`src/hcbt_pkg.sv`:
```
// Shared types, constants and symbol mapping functions for the Hill block transform.
// No dependencies; used by the interfaces, the cell and the top level.
package hcbt_pkg;

   localparam int CharW     = 8;
   localparam int SymW      = 6;
   localparam int SymCount  = 45;
   localparam int KeyEntryW = 6;
   localparam int KeyCols   = 4;
   localparam int KeyRows   = 4;
   localparam int KeyRowW   = 24;
   localparam int BlockSizeW = 3;
   localparam int CsrIdxW   = 3;
   localparam int CsrDataW  = 24;

   // register indexes
   localparam logic [CsrIdxW-1:0] CsrBlockSize = 3'd0;
   localparam logic [CsrIdxW-1:0] CsrKeyRow0   = 3'd1;
   localparam logic [CsrIdxW-1:0] CsrKeyRow1   = 3'd2;
   localparam logic [CsrIdxW-1:0] CsrKeyRow2   = 3'd3;
   localparam logic [CsrIdxW-1:0] CsrKeyRow3   = 3'd4;

   // reset values: block of two, identity key
   localparam logic [BlockSizeW-1:0] BlockSizeReset = 3'd2;
   localparam logic [KeyRowW-1:0] KeyRow0Reset = 24'd1;
   localparam logic [KeyRowW-1:0] KeyRow1Reset = 24'd64;
   localparam logic [KeyRowW-1:0] KeyRow2Reset = 24'd4096;
   localparam logic [KeyRowW-1:0] KeyRow3Reset = 24'd262144;

   typedef struct packed {
      logic load;    // write incoming symbol at load position
      logic mac;     // accumulate one column
      logic first;   // first column: start a fresh sum
      logic red_q;   // reduction, quotient step
      logic red_r;   // reduction, remainder step
      logic shift;   // move sums one cell toward cell 0
   } cell_ctrl_type;

   // ASCII byte to alphabet index; anything unknown maps to ':' (44)
   function automatic logic [SymW-1:0] sym_index(input logic [CharW-1:0] c);
      logic [SymW-1:0] r;
      if (c >= 8'h30 && c <= 8'h39) r = SymW'(c - 8'h30);
      else if (c >= 8'h41 && c <= 8'h5A) r = SymW'(c - 8'h37);
      else if (c == 8'h20) r = 6'd36;
      else if (c == 8'h24) r = 6'd37;
      else if (c == 8'h25) r = 6'd38;
      else if (c == 8'h2A) r = 6'd39;
      else if (c == 8'h2B) r = 6'd40;
      else if (c == 8'h2D) r = 6'd41;
      else if (c == 8'h2E) r = 6'd42;
      else if (c == 8'h2F) r = 6'd43;
      else r = 6'd44;
      return r;
   endfunction

   // alphabet index (0..44) back to ASCII
   function automatic logic [CharW-1:0] sym_char(input logic [SymW-1:0] s);
      logic [CharW-1:0] r;
      if (s < 6'd10) r = 8'h30 + CharW'(s);
      else if (s < 6'd36) r = 8'h37 + CharW'(s);
      else begin
         unique case (s)
            6'd36:   r = 8'h20;
            6'd37:   r = 8'h24;
            6'd38:   r = 8'h25;
            6'd39:   r = 8'h2A;
            6'd40:   r = 8'h2B;
            6'd41:   r = 8'h2D;
            6'd42:   r = 8'h2E;
            6'd43:   r = 8'h2F;
            default: r = 8'h3A;
         endcase
      end
      return r;
   endfunction

endpackage

```
`src/hcbt_req_if.sv`:
```
// Input channel: one ASCII character per transaction.
// Depends on hcbt_pkg for the character width.
interface hcbt_req_if;
   logic                     valid;
   logic                     ready;
   logic [hcbt_pkg::CharW-1:0] char_code;

   modport source (output valid, output char_code, input ready);
   modport sink   (input valid, input char_code, output ready);
endinterface

```
`src/hcbt_rsp_if.sv`:
```
// Result channel: one transformed character per transaction, with block end flag.
// Depends on hcbt_pkg for the character width.
interface hcbt_rsp_if;
   logic                     valid;
   logic                     ready;
   logic [hcbt_pkg::CharW-1:0] out_char;
   logic                     block_end;

   modport source (output valid, output out_char, output block_end, input ready);
   modport sink   (input valid, input out_char, input block_end, output ready);
endinterface

```
`src/hill_cipher_block_transform_top.sv`:
```
// Hill cipher block transform, modulo 45, as a row of MAX_BLOCK cells.
// Depends on hcbt_pkg, hcbt_req_if, hcbt_rsp_if and hcbt_cell.
//
// Usage:
//   req_chan carries one ASCII character per transaction. Characters are
//   mapped to the 45-symbol alphabet (unknown bytes become ':') and held in
//   the cells until a full block of n = clamp(block_size, 2, MAX_BLOCK)
//   symbols is present. A partial block stays held indefinitely.
//   The block then computes key * symbols modulo 45 and sends n characters
//   on rsp_chan, block_end set on the last one.
//   csr_we/csr_index/csr_wdata write block_size (index 0) and key rows 0..3
//   (indexes 1..4); other indexes are ignored. Write only while idle.
// Timing:
//   Characters are taken one per cycle while collecting. After the last one
//   of a block: multiply-accumulate over the n columns (one shared column
//   counter steps all rows at once), modulo reduction (quotient step, then
//   remainder step), then one result per cycle shifted out of cell 0 while
//   rsp_chan is not stalled. req_chan.ready is low from the end of a block
//   until its last result is in the output register.
// Reset: synchronous, clears the partial block count, restores block_size 2
//   and the identity key. rsp_chan stalls simply hold the output register
//   and pause the shift-out; nothing is dropped.
module hill_cipher_block_transform_top #(
   parameter int MAX_BLOCK = 4
) (
   input  logic                                 clock,
   input  logic                                 reset,
   hcbt_req_if.sink                             req_chan,
   hcbt_rsp_if.source                           rsp_chan,
   input  logic                                 csr_we,
   input  logic [hcbt_pkg::CsrIdxW-1:0]         csr_index,
   input  logic [hcbt_pkg::CsrDataW-1:0]        csr_wdata
);

   localparam int IDX_W = $clog2(MAX_BLOCK);
   localparam int CNT_W = $clog2(MAX_BLOCK + 1);
   // largest unreduced row sum: MAX_BLOCK * 63 * 44
   localparam int SUM_W = $clog2(MAX_BLOCK * 63 * 44 + 1);

   // sequencer codes
   localparam logic [2:0] ST_COLLECT = 3'd0;
   localparam logic [2:0] ST_MAC     = 3'd1;
   localparam logic [2:0] ST_RED_Q   = 3'd2;
   localparam logic [2:0] ST_RED_R   = 3'd3;
   localparam logic [2:0] ST_OUT     = 3'd4;

   // configuration registers
   logic [hcbt_pkg::BlockSizeW-1:0] block_size_ff, block_size_in;
   logic [hcbt_pkg::KeyRowW-1:0]    key_row_ff [hcbt_pkg::KeyRows];
   logic [hcbt_pkg::KeyRowW-1:0]    key_row_in [hcbt_pkg::KeyRows];

   // control state
   logic [2:0]       state_ff, state_in;
   logic [CNT_W-1:0] fill_ff, fill_in;
   logic [IDX_W-1:0] step_ff, step_in;

   // result register
   logic                       rsp_valid_ff, rsp_valid_in;
   logic [hcbt_pkg::CharW-1:0] rsp_char_ff, rsp_char_in;
   logic                       rsp_end_ff, rsp_end_in;

   logic [CNT_W-1:0] n_eff;
   logic [CNT_W-1:0] fill_plus;
   logic             req_take;
   logic             step_last;
   logic             out_load;
   hcbt_pkg::cell_ctrl_type ctrl;

   logic [hcbt_pkg::SymW-1:0] cell_sym [MAX_BLOCK];
   logic [SUM_W-1:0]          cell_acc [MAX_BLOCK];
   logic [hcbt_pkg::SymW-1:0] new_sym;

   // ---- configuration port ----
   always_comb begin
      block_size_in = block_size_ff;
      for (int r = 0; r < hcbt_pkg::KeyRows; r++) key_row_in[r] = key_row_ff[r];
      if (csr_we) begin
         unique case (csr_index)
            hcbt_pkg::CsrBlockSize: block_size_in = csr_wdata[hcbt_pkg::BlockSizeW-1:0];
            hcbt_pkg::CsrKeyRow0:   key_row_in[0] = csr_wdata;
            hcbt_pkg::CsrKeyRow1:   key_row_in[1] = csr_wdata;
            hcbt_pkg::CsrKeyRow2:   key_row_in[2] = csr_wdata;
            hcbt_pkg::CsrKeyRow3:   key_row_in[3] = csr_wdata;
            default: ;
         endcase
      end
   end

   always_ff @(posedge clock) begin
      if (reset) begin
         block_size_ff <= hcbt_pkg::BlockSizeReset;
         key_row_ff[0] <= hcbt_pkg::KeyRow0Reset;
         key_row_ff[1] <= hcbt_pkg::KeyRow1Reset;
         key_row_ff[2] <= hcbt_pkg::KeyRow2Reset;
         key_row_ff[3] <= hcbt_pkg::KeyRow3Reset;
      end else begin
         block_size_ff <= block_size_in;
         for (int r = 0; r < hcbt_pkg::KeyRows; r++) key_row_ff[r] <= key_row_in[r];
      end
   end

   // effective block length, clamped to 2..MAX_BLOCK
   always_comb begin
      priority if (block_size_ff < 3'd2) n_eff = CNT_W'(2);
      else if (32'(block_size_ff) > MAX_BLOCK) n_eff = CNT_W'(MAX_BLOCK);
      else n_eff = CNT_W'(block_size_ff);
   end

   // ---- sequencer ----
   assign req_chan.ready = (state_ff == ST_COLLECT);
   assign req_take  = req_chan.valid && req_chan.ready;
   assign fill_plus = fill_ff + CNT_W'(1);
   assign step_last = (CNT_W'(step_ff) == n_eff - CNT_W'(1));
   assign out_load  = (state_ff == ST_OUT) && (!rsp_valid_ff || rsp_chan.ready);
   assign new_sym   = hcbt_pkg::sym_index(req_chan.char_code);

   always_comb begin
      state_in = state_ff;
      fill_in  = fill_ff;
      step_in  = step_ff;
      unique case (state_ff)
         ST_COLLECT: begin
            if (req_take) begin
               if (fill_plus >= n_eff) begin
                  fill_in  = '0;
                  step_in  = '0;
                  state_in = ST_MAC;
               end else begin
                  fill_in = fill_plus;
               end
            end
         end
         ST_MAC: begin
            if (step_last) begin
               step_in  = '0;
               state_in = ST_RED_Q;
            end else begin
               step_in = step_ff + IDX_W'(1);
            end
         end
         ST_RED_Q: state_in = ST_RED_R;
         ST_RED_R: state_in = ST_OUT;
         ST_OUT: begin
            if (out_load) begin
               if (step_last) begin
                  step_in  = '0;
                  state_in = ST_COLLECT;
               end else begin
                  step_in = step_ff + IDX_W'(1);
               end
            end
         end
         default: state_in = ST_COLLECT;
      endcase
   end

   always_ff @(posedge clock) begin
      if (reset) begin
         state_ff <= ST_COLLECT;
         fill_ff  <= '0;
         step_ff  <= '0;
      end else begin
         state_ff <= state_in;
         fill_ff  <= fill_in;
         step_ff  <= step_in;
      end
   end

   always_comb begin
      ctrl.load  = req_take;
      ctrl.mac   = (state_ff == ST_MAC);
      ctrl.first = (step_ff == '0);
      ctrl.red_q = (state_ff == ST_RED_Q);
      ctrl.red_r = (state_ff == ST_RED_R);
      ctrl.shift = out_load;
   end

   // ---- cell row: row i sum in cell i, sums shift toward cell 0 ----
   for (genvar i = 0; i < MAX_BLOCK; i++) begin : g_cell
      logic [hcbt_pkg::KeyRowW-1:0] row_key;
      logic [SUM_W-1:0]             next_acc;

      if (i < hcbt_pkg::KeyRows) begin : g_key
         assign row_key = key_row_ff[i];
      end else begin : g_nokey
         assign row_key = '0;
      end

      if (i + 1 < MAX_BLOCK) begin : g_link
         assign next_acc = cell_acc[i + 1];
      end else begin : g_end
         assign next_acc = '0;
      end

      hcbt_cell #(
         .CELL_IDX (i),
         .IDX_W    (IDX_W),
         .SUM_W    (SUM_W)
      ) u_cell (
         .clock    (clock),
         .ctrl     (ctrl),
         .load_pos (fill_ff[IDX_W-1:0]),
         .load_sym (new_sym),
         .col      (step_ff),
         .key_row  (row_key),
         .x_sym    (cell_sym[step_ff]),
         .shift_in (next_acc),
         .sym      (cell_sym[i]),
         .acc      (cell_acc[i])
      );
   end

   // ---- result register ----
   always_comb begin
      rsp_valid_in = rsp_valid_ff;
      rsp_char_in  = rsp_char_ff;
      rsp_end_in   = rsp_end_ff;
      if (out_load) begin
         rsp_valid_in = 1'b1;
         rsp_char_in  = hcbt_pkg::sym_char(cell_acc[0][hcbt_pkg::SymW-1:0]);
         rsp_end_in   = step_last;
      end else if (rsp_chan.ready) begin
         rsp_valid_in = 1'b0;
      end
   end

   always_ff @(posedge clock) begin
      if (reset) rsp_valid_ff <= 1'b0;
      else rsp_valid_ff <= rsp_valid_in;
      rsp_char_ff <= rsp_char_in;
      rsp_end_ff  <= rsp_end_in;
   end

   assign rsp_chan.valid     = rsp_valid_ff;
   assign rsp_chan.out_char  = rsp_char_ff;
   assign rsp_chan.block_end = rsp_end_ff;

   // ---- checks ----
   a_fill_room: assert property (@(posedge clock) disable iff (reset)
      state_ff == ST_COLLECT |-> 32'(fill_ff) < MAX_BLOCK)
      else $error("fill count reached buffer depth while collecting");

   a_block_start: assert property (@(posedge clock) disable iff (reset)
      (req_take && fill_plus >= n_eff) |=> (state_ff == ST_MAC && fill_ff == '0))
      else $error("full block did not start accumulation");

   a_last_result: assert property (@(posedge clock) disable iff (reset)
      (out_load && step_last) |=> (state_ff == ST_COLLECT && rsp_end_ff))
      else $error("last result not flagged or sequencer not back to collect");

   a_step_range: assert property (@(posedge clock) disable iff (reset)
      (state_ff == ST_MAC || state_ff == ST_OUT) |-> CNT_W'(step_ff) < n_eff)
      else $error("step counter past block length");

endmodule

```
`src/hcbt_cell.sv`:
```
// One cell of the row: holds one buffered symbol and one row sum.
// Depends on hcbt_pkg (cell_ctrl_type, widths, modulus).
module hcbt_cell #(
   parameter int CELL_IDX = 0,
   parameter int IDX_W    = 2,
   parameter int SUM_W    = 14
) (
   input  logic                              clock,
   input  hcbt_pkg::cell_ctrl_type           ctrl,
   input  logic [IDX_W-1:0]                  load_pos,
   input  logic [hcbt_pkg::SymW-1:0]         load_sym,
   input  logic [IDX_W-1:0]                  col,
   input  logic [hcbt_pkg::KeyRowW-1:0]      key_row,
   input  logic [hcbt_pkg::SymW-1:0]         x_sym,
   input  logic [SUM_W-1:0]                  shift_in,
   output logic [hcbt_pkg::SymW-1:0]         sym,
   output logic [SUM_W-1:0]                  acc
);

   // floor(v * RECIP >> RECIP_SH) == v / 45 exactly for every v below 2**SUM_W
   localparam int RECIP_SH = SUM_W + 6;
   localparam int RECIP    = (2 ** RECIP_SH + hcbt_pkg::SymCount - 1) / hcbt_pkg::SymCount;
   localparam int QP_W     = 2 * SUM_W + 8;
   localparam int PROD_W   = hcbt_pkg::KeyEntryW + hcbt_pkg::SymW;

   logic [hcbt_pkg::SymW-1:0]      sym_ff, sym_in;
   logic [SUM_W-1:0]               acc_ff, acc_in;
   logic [SUM_W-1:0]               quo_ff, quo_in;
   logic [hcbt_pkg::KeyEntryW-1:0] key_entry;
   logic [PROD_W-1:0]              prod;
   logic [QP_W-1:0]                qprod;

   always_comb begin
      key_entry = '0;
      for (int e = 0; e < hcbt_pkg::KeyCols; e++) begin
         if (32'(col) == e) key_entry = key_row[e*hcbt_pkg::KeyEntryW +: hcbt_pkg::KeyEntryW];
      end
   end

   assign prod  = PROD_W'(key_entry) * PROD_W'(x_sym);
   assign qprod = QP_W'(acc_ff) * QP_W'(RECIP);

   always_comb begin
      sym_in = sym_ff;
      if (ctrl.load && (32'(load_pos) == CELL_IDX)) sym_in = load_sym;
   end

   always_comb begin
      acc_in = acc_ff;
      quo_in = quo_ff;
      priority if (ctrl.mac) begin
         acc_in = ctrl.first ? SUM_W'(prod) : acc_ff + SUM_W'(prod);
      end else if (ctrl.red_q) begin
         quo_in = qprod[RECIP_SH +: SUM_W];
      end else if (ctrl.red_r) begin
         acc_in = acc_ff - SUM_W'(quo_ff * SUM_W'(hcbt_pkg::SymCount));
      end else if (ctrl.shift) begin
         acc_in = shift_in;
      end
   end

   always_ff @(posedge clock) begin
      sym_ff <= sym_in;
      acc_ff <= acc_in;
      quo_ff <= quo_in;
   end

   assign sym = sym_ff;
   assign acc = acc_ff;

endmodule
```
`src/flat_wrapper.sv`:
```
// flat-port wrapper written by rule: the top's interface ports become plain ports
module hill_cipher_block_transform_top_flat 
#(
   parameter int MAX_BLOCK = 4
)
  (clock, reset, csr_we, csr_index, csr_wdata, req_chan_valid, req_chan_char_code, req_chan_ready, rsp_chan_valid, rsp_chan_out_char, rsp_chan_block_end, rsp_chan_ready);
  hcbt_req_if req_chan_i ();
  hcbt_rsp_if rsp_chan_i ();
  input  logic clock;
  input  logic reset;
  input  logic csr_we;
  input  logic [hcbt_pkg::CsrIdxW-1:0] csr_index;
  input  logic [hcbt_pkg::CsrDataW-1:0] csr_wdata;
  input wire logic [$bits(req_chan_i.valid)-1:0] req_chan_valid;
  input wire logic [$bits(req_chan_i.char_code)-1:0] req_chan_char_code;
  output wire logic [$bits(req_chan_i.ready)-1:0] req_chan_ready;
  output wire logic [$bits(rsp_chan_i.valid)-1:0] rsp_chan_valid;
  output wire logic [$bits(rsp_chan_i.out_char)-1:0] rsp_chan_out_char;
  output wire logic [$bits(rsp_chan_i.block_end)-1:0] rsp_chan_block_end;
  input wire logic [$bits(rsp_chan_i.ready)-1:0] rsp_chan_ready;
  assign req_chan_i.valid = req_chan_valid;
  assign req_chan_i.char_code = req_chan_char_code;
  assign req_chan_ready = req_chan_i.ready;
  assign rsp_chan_valid = rsp_chan_i.valid;
  assign rsp_chan_out_char = rsp_chan_i.out_char;
  assign rsp_chan_block_end = rsp_chan_i.block_end;
  assign rsp_chan_i.ready = rsp_chan_ready;
  hill_cipher_block_transform_top #(.MAX_BLOCK(MAX_BLOCK)) u_core (.clock(clock), .reset(reset), .req_chan(req_chan_i), .rsp_chan(rsp_chan_i), .csr_we(csr_we), .csr_index(csr_index), .csr_wdata(csr_wdata));
endmodule
```
`config.mk`:
```
export PLATFORM = sky130hd
export DESIGN_NAME = hill_cipher_block_transform_top_flat
export DESIGN_NICKNAME = d
export VERILOG_FILES = /design/src/hcbt_pkg.sv /design/src/hcbt_req_if.sv /design/src/hcbt_rsp_if.sv /design/src/hill_cipher_block_transform_top.sv /design/src/hcbt_cell.sv /design/src/flat_wrapper.sv
export SDC_FILE = /design/constraint.sdc
export NUM_CORES = 2
export LEC_CHECK = 0
export BUFFER_PORTS_ARGS = -buffer_cell sky130_fd_sc_hd__buf_2
export CAP_MARGIN = 25
export CORE_MARGIN = 2
export CORE_UTILIZATION = 52
export DETAILED_ROUTE_END_ITERATION = 12
export PLACE_DENSITY = 0.73
export SETUP_SLACK_MARGIN = 0.15
export SYNTH_ARGS = -nofsm -noshare
export SYNTH_HDL_FRONTEND = slang
export SYNTH_SLANG_ARGS = --single-unit
```
`constraint.sdc`:
```
create_clock -name clock -period 6.3 [get_ports clock]
set_input_delay 0.63 -clock clock [delete_from_list [all_inputs] [get_ports clock]]
set_output_delay 0.63 -clock clock [all_outputs]
set_load 0.05 [all_outputs]
```
; Word level (Yosys, flattened, before mapping)
; Memory sizes are Yosys's and may differ from the RTL's.
; Index checks and enable logic that the tools add are counted.
[totals]
elab_cells = 203
out_inout_bits = 11
mem_count = 1
regBits = 137
ram_bits = 96
input_bits = 40
[op_classes]
order_cmp = 10
mux = 80
reduce_logical = 23
mul = 12
eq_ne = 37
addsub = 15
bitwise_logic = 6
[mem_list]
columns = name, words, width, rd, rd_clocked_by_memory_dff, write_ports, line_no
row1 = u_core.key_row_ff, 4, 24, 4, 0, 4, hill_cipher_block_transform_top.sv:49  ; logic [hcbt_pkg::KeyRowW-1:0] key_row_ff [hcbt_pkg::KeyRows];
[op_table]
columns = op, n
row1 = 14-bit 2-to-1 mux, 20
row2 = 24-bit 2-to-1 mux, 8
row3 = 6-bit 2-to-1 mux, 27
row4 = "14-bit by 14-bit multiplier with 28-bit output, second input constant", 4
row5 = 96-bit 2-to-1 mux, 1
row6 = "8-bit by 6-bit equality test with 1-bit output, second input constant", 8
row7 = 14-bit by 12-bit adder with 14-bit output, 4
row8 = "9-bit by 6-bit multiplier with 14-bit output, second input constant", 4
row9 = 14-bit subtractor, 4
row10 = "6-bit equality test, second input constant", 8
row11 = 6-bit by 6-bit multiplier with 12-bit output, 4
row12 = 5-bit case mux with 8 select lines, 1
row13 = 3-bit 2-to-1 mux, 9
row14 = 8-bit 2-to-1 mux, 2
row15 = 3-bit case mux with 5 select lines, 1
row16 = "6-bit by 6-bit adder with 7-bit output, first input constant", 2
row17 = 6-bit binary-select mux with 2-bit select, 1
row18 = "3-bit by 2-bit equality test with 1-bit output, second input constant", 4
row19 = "6-bit subtractor, second input constant", 2
row20 = "2-bit equality test, second input constant", 4
row21 = "8-bit by 6-bit >= comparator with 1-bit output, second input constant", 1
row22 = "8-bit by 7-bit >= comparator with 1-bit output, second input constant", 1
row23 = "8-bit by 6-bit <= comparator with 1-bit output, second input constant", 1
row24 = "8-bit by 7-bit <= comparator with 1-bit output, second input constant", 1
row25 = 31 further kinds, 61

; Depth between registers and ports, before layout
[logic_depth]
word_depth = 11
depth_mapped = 35
depth_no_buf = 31

; Modules after synthesis
; Synthesis repeated with hierarchy kept, for this count alone.
[unflattened]
cells_unflattened = 3780
hier_area_um2 = 35156.2
[by_module_without_submodules]
columns = module, instances, area_per_inst_um2, cells_each, seq_area_each_um2
row1 = hcbt_cell (u_core.g_cell[0].u_cell), 1, 7571.0, 809, 870.8
row2 = hcbt_cell (u_core.g_cell[1].u_cell), 1, 7438.4, 777, 870.8
row3 = hcbt_cell (u_core.g_cell[3].u_cell), 1, 7399.6, 760, 870.8
row4 = hcbt_cell (u_core.g_cell[2].u_cell), 1, 7312.0, 765, 870.8
row5 = hill_cipher_block_transform_top, 1, 5435.2, 669, 2402.3

; Least setup slack after synthesis
; Ideal clock, no wire load.
[synth_path]
kind = register -> register
from = register u_core.step_ff[0]
to = register u_core.g_cell[1].u_cell.acc_ff[12] (data pin)
setup_slack_ns = -0.544
synth_period_minus_slack_ns = 6.844
path_buffers = 4
stages_incl_launch_ff = 35
arrival_ns = 6.590
setup_time_ns = 0.254
t_required_ns = 6.046
cell_sequence = dfxtp_1 clkbuf_1 buf_1 inv_1 ha_1 clkbuf_1 clkbuf_1 nand2_1 nor2_1 a21oi_1 nor2_1 a21oi_1 nor2_1 a21oi_1 nor2_1 fa_1 inv_1 fa_1 fa_1 inv_1 ha_1 a21o_1 a21oi_1 o21bai_1 a21oi_1 xnor2_1 ha_1 a21o_1 nor3_1 o21ai_0 a31o_2 a21oi_1 xnor2_1 o21ai_0 a21o_1
[synth_between]
elab_chain_cells = 9
word_cells_on_any_way = 16
classes_between = add/sub: 1 / mul: 1 / eq/ne: 3 / mux: 9 / bitwise: 1 / reduce/logical: 1
[synth_rtl]
columns = item, line_no
row1 = start: declaration, hill_cipher_block_transform_top.sv:55  ; logic [IDX_W-1:0] step_ff, step_in;
row2 = start signal: assignment, hill_cipher_block_transform_top.sv:165  ; step_ff <= step_in;
row3 = 2-bit zero test, "hill_cipher_block_transform_top.sv:172, hcbt_cell.sv:36"
row4 = 6-bit 2-to-1 mux (4 in a row), hcbt_cell.sv:36  ; if (32'(col) == e) key_entry = key_row[e*hcbt_pkg::KeyEntryW +: hcbt_pkg::KeyEntryW];
row5 = 6-bit by 6-bit multiplier with 12-bit output, hcbt_cell.sv:40  ; assign prod = PROD_W'(key_entry) * PROD_W'(x_sym);
row6 = 14-bit by 12-bit adder with 14-bit output, hcbt_cell.sv:52  ; acc_in = ctrl.first ? SUM_W'(prod) : acc_ff + SUM_W'(prod);
row7 = 14-bit 2-to-1 mux (*), hcbt_cell.sv:52
row8 = 14-bit 2-to-1 mux (*), hcbt_cell.sv:51  ; priority if (ctrl.mac) begin
row9 = net u_core.g_cell[1].u_cell.acc_in[12], hcbt_cell.sv:27  ; logic [SUM_W-1:0] acc_ff, acc_in;
row10 = end signal: assignment, hcbt_cell.sv:64  ; acc_ff <= acc_in;
row11 = end: declaration, hcbt_cell.sv:27
; Mark *: on every way through the listed nets, which the timed path passes. The rest lies on a longest branch. The select of a mux whose other input is x is not followed.
; A chain may end at the register's enable or synchronous reset.

; Final worst setup path
[layout_path]
from = register u_core.step_ff[0]
to = register u_core.g_cell[1].u_cell.acc_ff[13] (data pin)
; The elaborated chain is that of the path after synthesis.

==> flow_summary.yaml <==
cts:
  cts_root_buf: "clkbuf_16"
  cts_made_buffers: 28
  cts_tree: "done"
  clock_sinks: 232
  clk_latency_ns: 0.61
  clk_pin_slew_ns: 0.06
  clk_path_buf_depth: 3
  htree_levels: 1
  ctsHoldBuffers: 0
worst_setup_path:
  rr_startpoint: "u_core.step_ff[0]$_SDFFE_PP0P_"
  critPathKind: "flip-flop to flip-flop"
  worst_path_max_delay_cell: "fa_1"
  cp.arrival_ns: 6.34
  r2r_slack_ns: 0.25
  path_max_fanout: 8
  crit_required_ns: 6.59
  slowest_delay_ns: 0.49
  cp_common_cell: "nor2_1"
  reg2regPathDepth: 31
  cp-start-kind: "flip-flop"
  rr_endpoint: "u_core.g_cell[1].u_cell.acc[13]$_DFFE_PP_"
  cp-end-kind: "flip-flop"
timing:
  holdWs_ns: 0.291
  finalClockSkew_ns: 0.0390
  final_hold_viol_count: 0
  period_share: 0.960
  slew-limit-headroom: 0.269
  fin_crit_ns: 6.05
  drv_slew: 0
  fmax_mhz: 165
  setup_viol: 0
  rsz0062_at_grt: "true"
  worstMarginPinSlew_ns: 1.10
place:
  io_buffers: 49
  place.gp.congestion: 0.909
  dp_hpwl_um: 62700
logic_synthesis:
  syn-instance-count: 3771
  yosysWarnings: 0
  yosysSeqAreaShare: 0.173
  async_flop_share: 0
  avgSynthCellArea_um2: 9.01
  synth_ff_type: "edfxtp_1"
  syn_nets: 4852
  synth_edf_count: 124
  synth_area_um2: 34000
  synth_cell_types: 79
  synth-seq-cells: 232
finish:
  fillers: 5592
  n_antenna_cell: 0
  area_growth_pct: 10.9
  drive_gt1_frac: 0.0912
  final_cell_mix: "ha_1, inv_1, nand2_1, fa_1, nor2_1"
  layout_commonest_cell: "ha_1"
  nNetsFinal: 4962
global_route:
  first_global_vias: 25700
  antenna_found_initial: 0
  grt_usage: 0.237
  grt_max_degree: 109
  overflow: 0
  grt_pass1_wl_um: 130000
floorplanning:
  core_area_um2: 64500
  rows: 93
  die_w_um: 260
  start_util: 0.527
  die_h_um: 260
  die-area_um2: 67400
  num_io_pins: 51
min_path:
  min_from: "csr_wdata[5]"
  whs_endpoint: "u_core.key_row_ff[0][53]$_SDFFE_PP0P_"
  hold_path_class: "primary input to flip-flop"
  holdPathStages: 3
detailed_routing:
  route.vias.total: 26200
  drt_iter0_drc: 1958
  route.detailed.drc: 0
  drtAntennaViolNets: 0
  vias_per_cell: 5.51
  firstDrtPassIters: 8
  wl_per_cell_um: 17.0
  wl_um: 80900
run:
  drv_cap: 0
run_status:
  outcome: "finished, final reports clean"
## critical path: cells and delay by family (launching register included)
family                   cells  cell delay (ns)
flip-flops                   1             0.37
buffers and inverters        6             0.53
XOR/XNOR                     1             0.32
AO/OA/AOI/OAI               12             1.91
AND/OR/NAND/NOR              6             0.34
adder cells (fa/ha/maj)      6             2.25
## timing repair
item	CTS	global route
pin swaps	2	38
gates cloned	0	4
resized for setup	5	85
buffers inserted	3	30
setup endpoints to repair	7	21
## cell type report
type / count / area [um2] / share of cell area
Sequential cell: 232 / 5890 / 0.156
Timing Repair Buffer: 179 / 1440 / 0.0382
Tap cell: 855 / 1070 / 0.0284
Clock inverter: 21 / 285 / 0.00758
Inverter: 665 / 2500 / 0.0663
Multi-Input combinational cell: 2775 / 25700 / 0.684
Clock buffer: 31 / 732 / 0.0194
## sequential cells by signal (all words and copies together) (netlist names)
register	flops
u_core.rsp_chan.valid	1
u_core.g_cell.u_cell.sym	24
u_core.fill_ff	3
u_core.g_cell.u_cell.acc	56
u_core.block_size_ff	3
u_core.rsp_chan.block_end	1
u_core.state_ff	3
u_core.step_ff	2
u_core.g_cell.u_cell.quo_ff	36
u_core.rsp_chan.out_char	7
u_core.key_row_ff	96
## per-stage QoR
| stage | instance area (um2) | utilization | setup slack, ns | instances | setup TNS, ns |
|---|---|---|---|---|---|
| 4_1_cts | 36900 | 0.572 | 0.151 | 4723 | 0 |
| 3_3_place_gp | 35800 | 0.555 | 0.237 | 4667 | 0 |
| 6_report | 37700 | 0.584 | 0.251 | 4758 | 0 |
| 5_1_grt | 37700 | 0.584 | -0.0250 | 4758 | -0.0250 |
| 3_5_place_dp | 35800 | 0.555 | 0.0571 | 4668 | 0 |
| 2_1_floorplan | 34100 | - | 0.154 | 3771 | 0 |
## cell usage after synthesis, types with 8 or more instances
library cell / number / area [um2]
dfxtp_1: 108 / 2160
a211oi_1: 31 / 233
o21bai_1: 31 / 233
fa_1: 323 / 6470
inv_1: 664 / 2490
nand3_1: 28 / 140
o21ai_0: 101 / 505
xor2_1: 68 / 596
nor2_1: 289 / 1080
mux2i_1: 12 / 120
a21o_1: 69 / 518
clkbuf_1: 85 / 319
nand2_1: 325 / 1220
o21a_1: 20 / 150
ha_1: 718 / 8980
o211ai_1: 13 / 97.6
edfxtp_1: 124 / 3720
xnor2_1: 121 / 1060
buf_1: 13 / 48.8
nand2b_1: 60 / 375
nor3_1: 47 / 235
a31oi_1: 12 / 75.1
and3_1: 15 / 93.8
nand4_1: 8 / 50.1
a22oi_1: 18 / 135
a21oi_1: 315 / 1580
nor2b_1: 15 / 93.8
## layer usage
metal | wire (um) | GRT usage
met5 | 0 | 0
met1 | 36500 | 0.336
met3 | 5040 | 0.0275
met4 | 2030 | 0.0572
met2 | 37300 | 0.388
## kinds of logic (layout without fill, tap and decap cells)
family          Yosys count  in the layout  share of synthesized area
compound gates          705            705                      0.129
fa+ha+maj              1041           1041                      0.455
buf+inv                 764            896                     0.0845
other cells               1              1                   0.000110
mux                      18             18                    0.00553
xor+xnor                189            189                     0.0487
flops                   232            232                      0.173
simple gates            821            821                      0.104
## worst max path at each step
stage	endpoint	depth (start not counted)	startpoint
global placement	u_core.g_cell[1].u_cell.acc[12]$_DFFE_PP_	29	u_core.step_ff[0]$_SDFFE_PP0P_
global route	u_core.g_cell[1].u_cell.acc[13]$_DFFE_PP_	31	u_core.step_ff[0]$_SDFFE_PP0P_
detailed placement	u_core.g_cell[2].u_cell.acc[11]$_DFFE_PP_	28	u_core.step_ff[1]$_SDFFE_PP0P_
finish	u_core.g_cell[1].u_cell.acc[13]$_DFFE_PP_	31	u_core.step_ff[0]$_SDFFE_PP0P_
CTS	u_core.g_cell[2].u_cell.acc[11]$_DFFE_PP_	27	u_core.step_ff[1]$_SDFFE_PP0P_
floorplan	u_core.g_cell[3].u_cell.acc[13]$_DFFE_PP_	29	u_core.step_ff[0]$_SDFFE_PP0P_
Power is not shown: default switching activity piles up to over one toggle a cycle in this logic, so the estimate is an artifact.
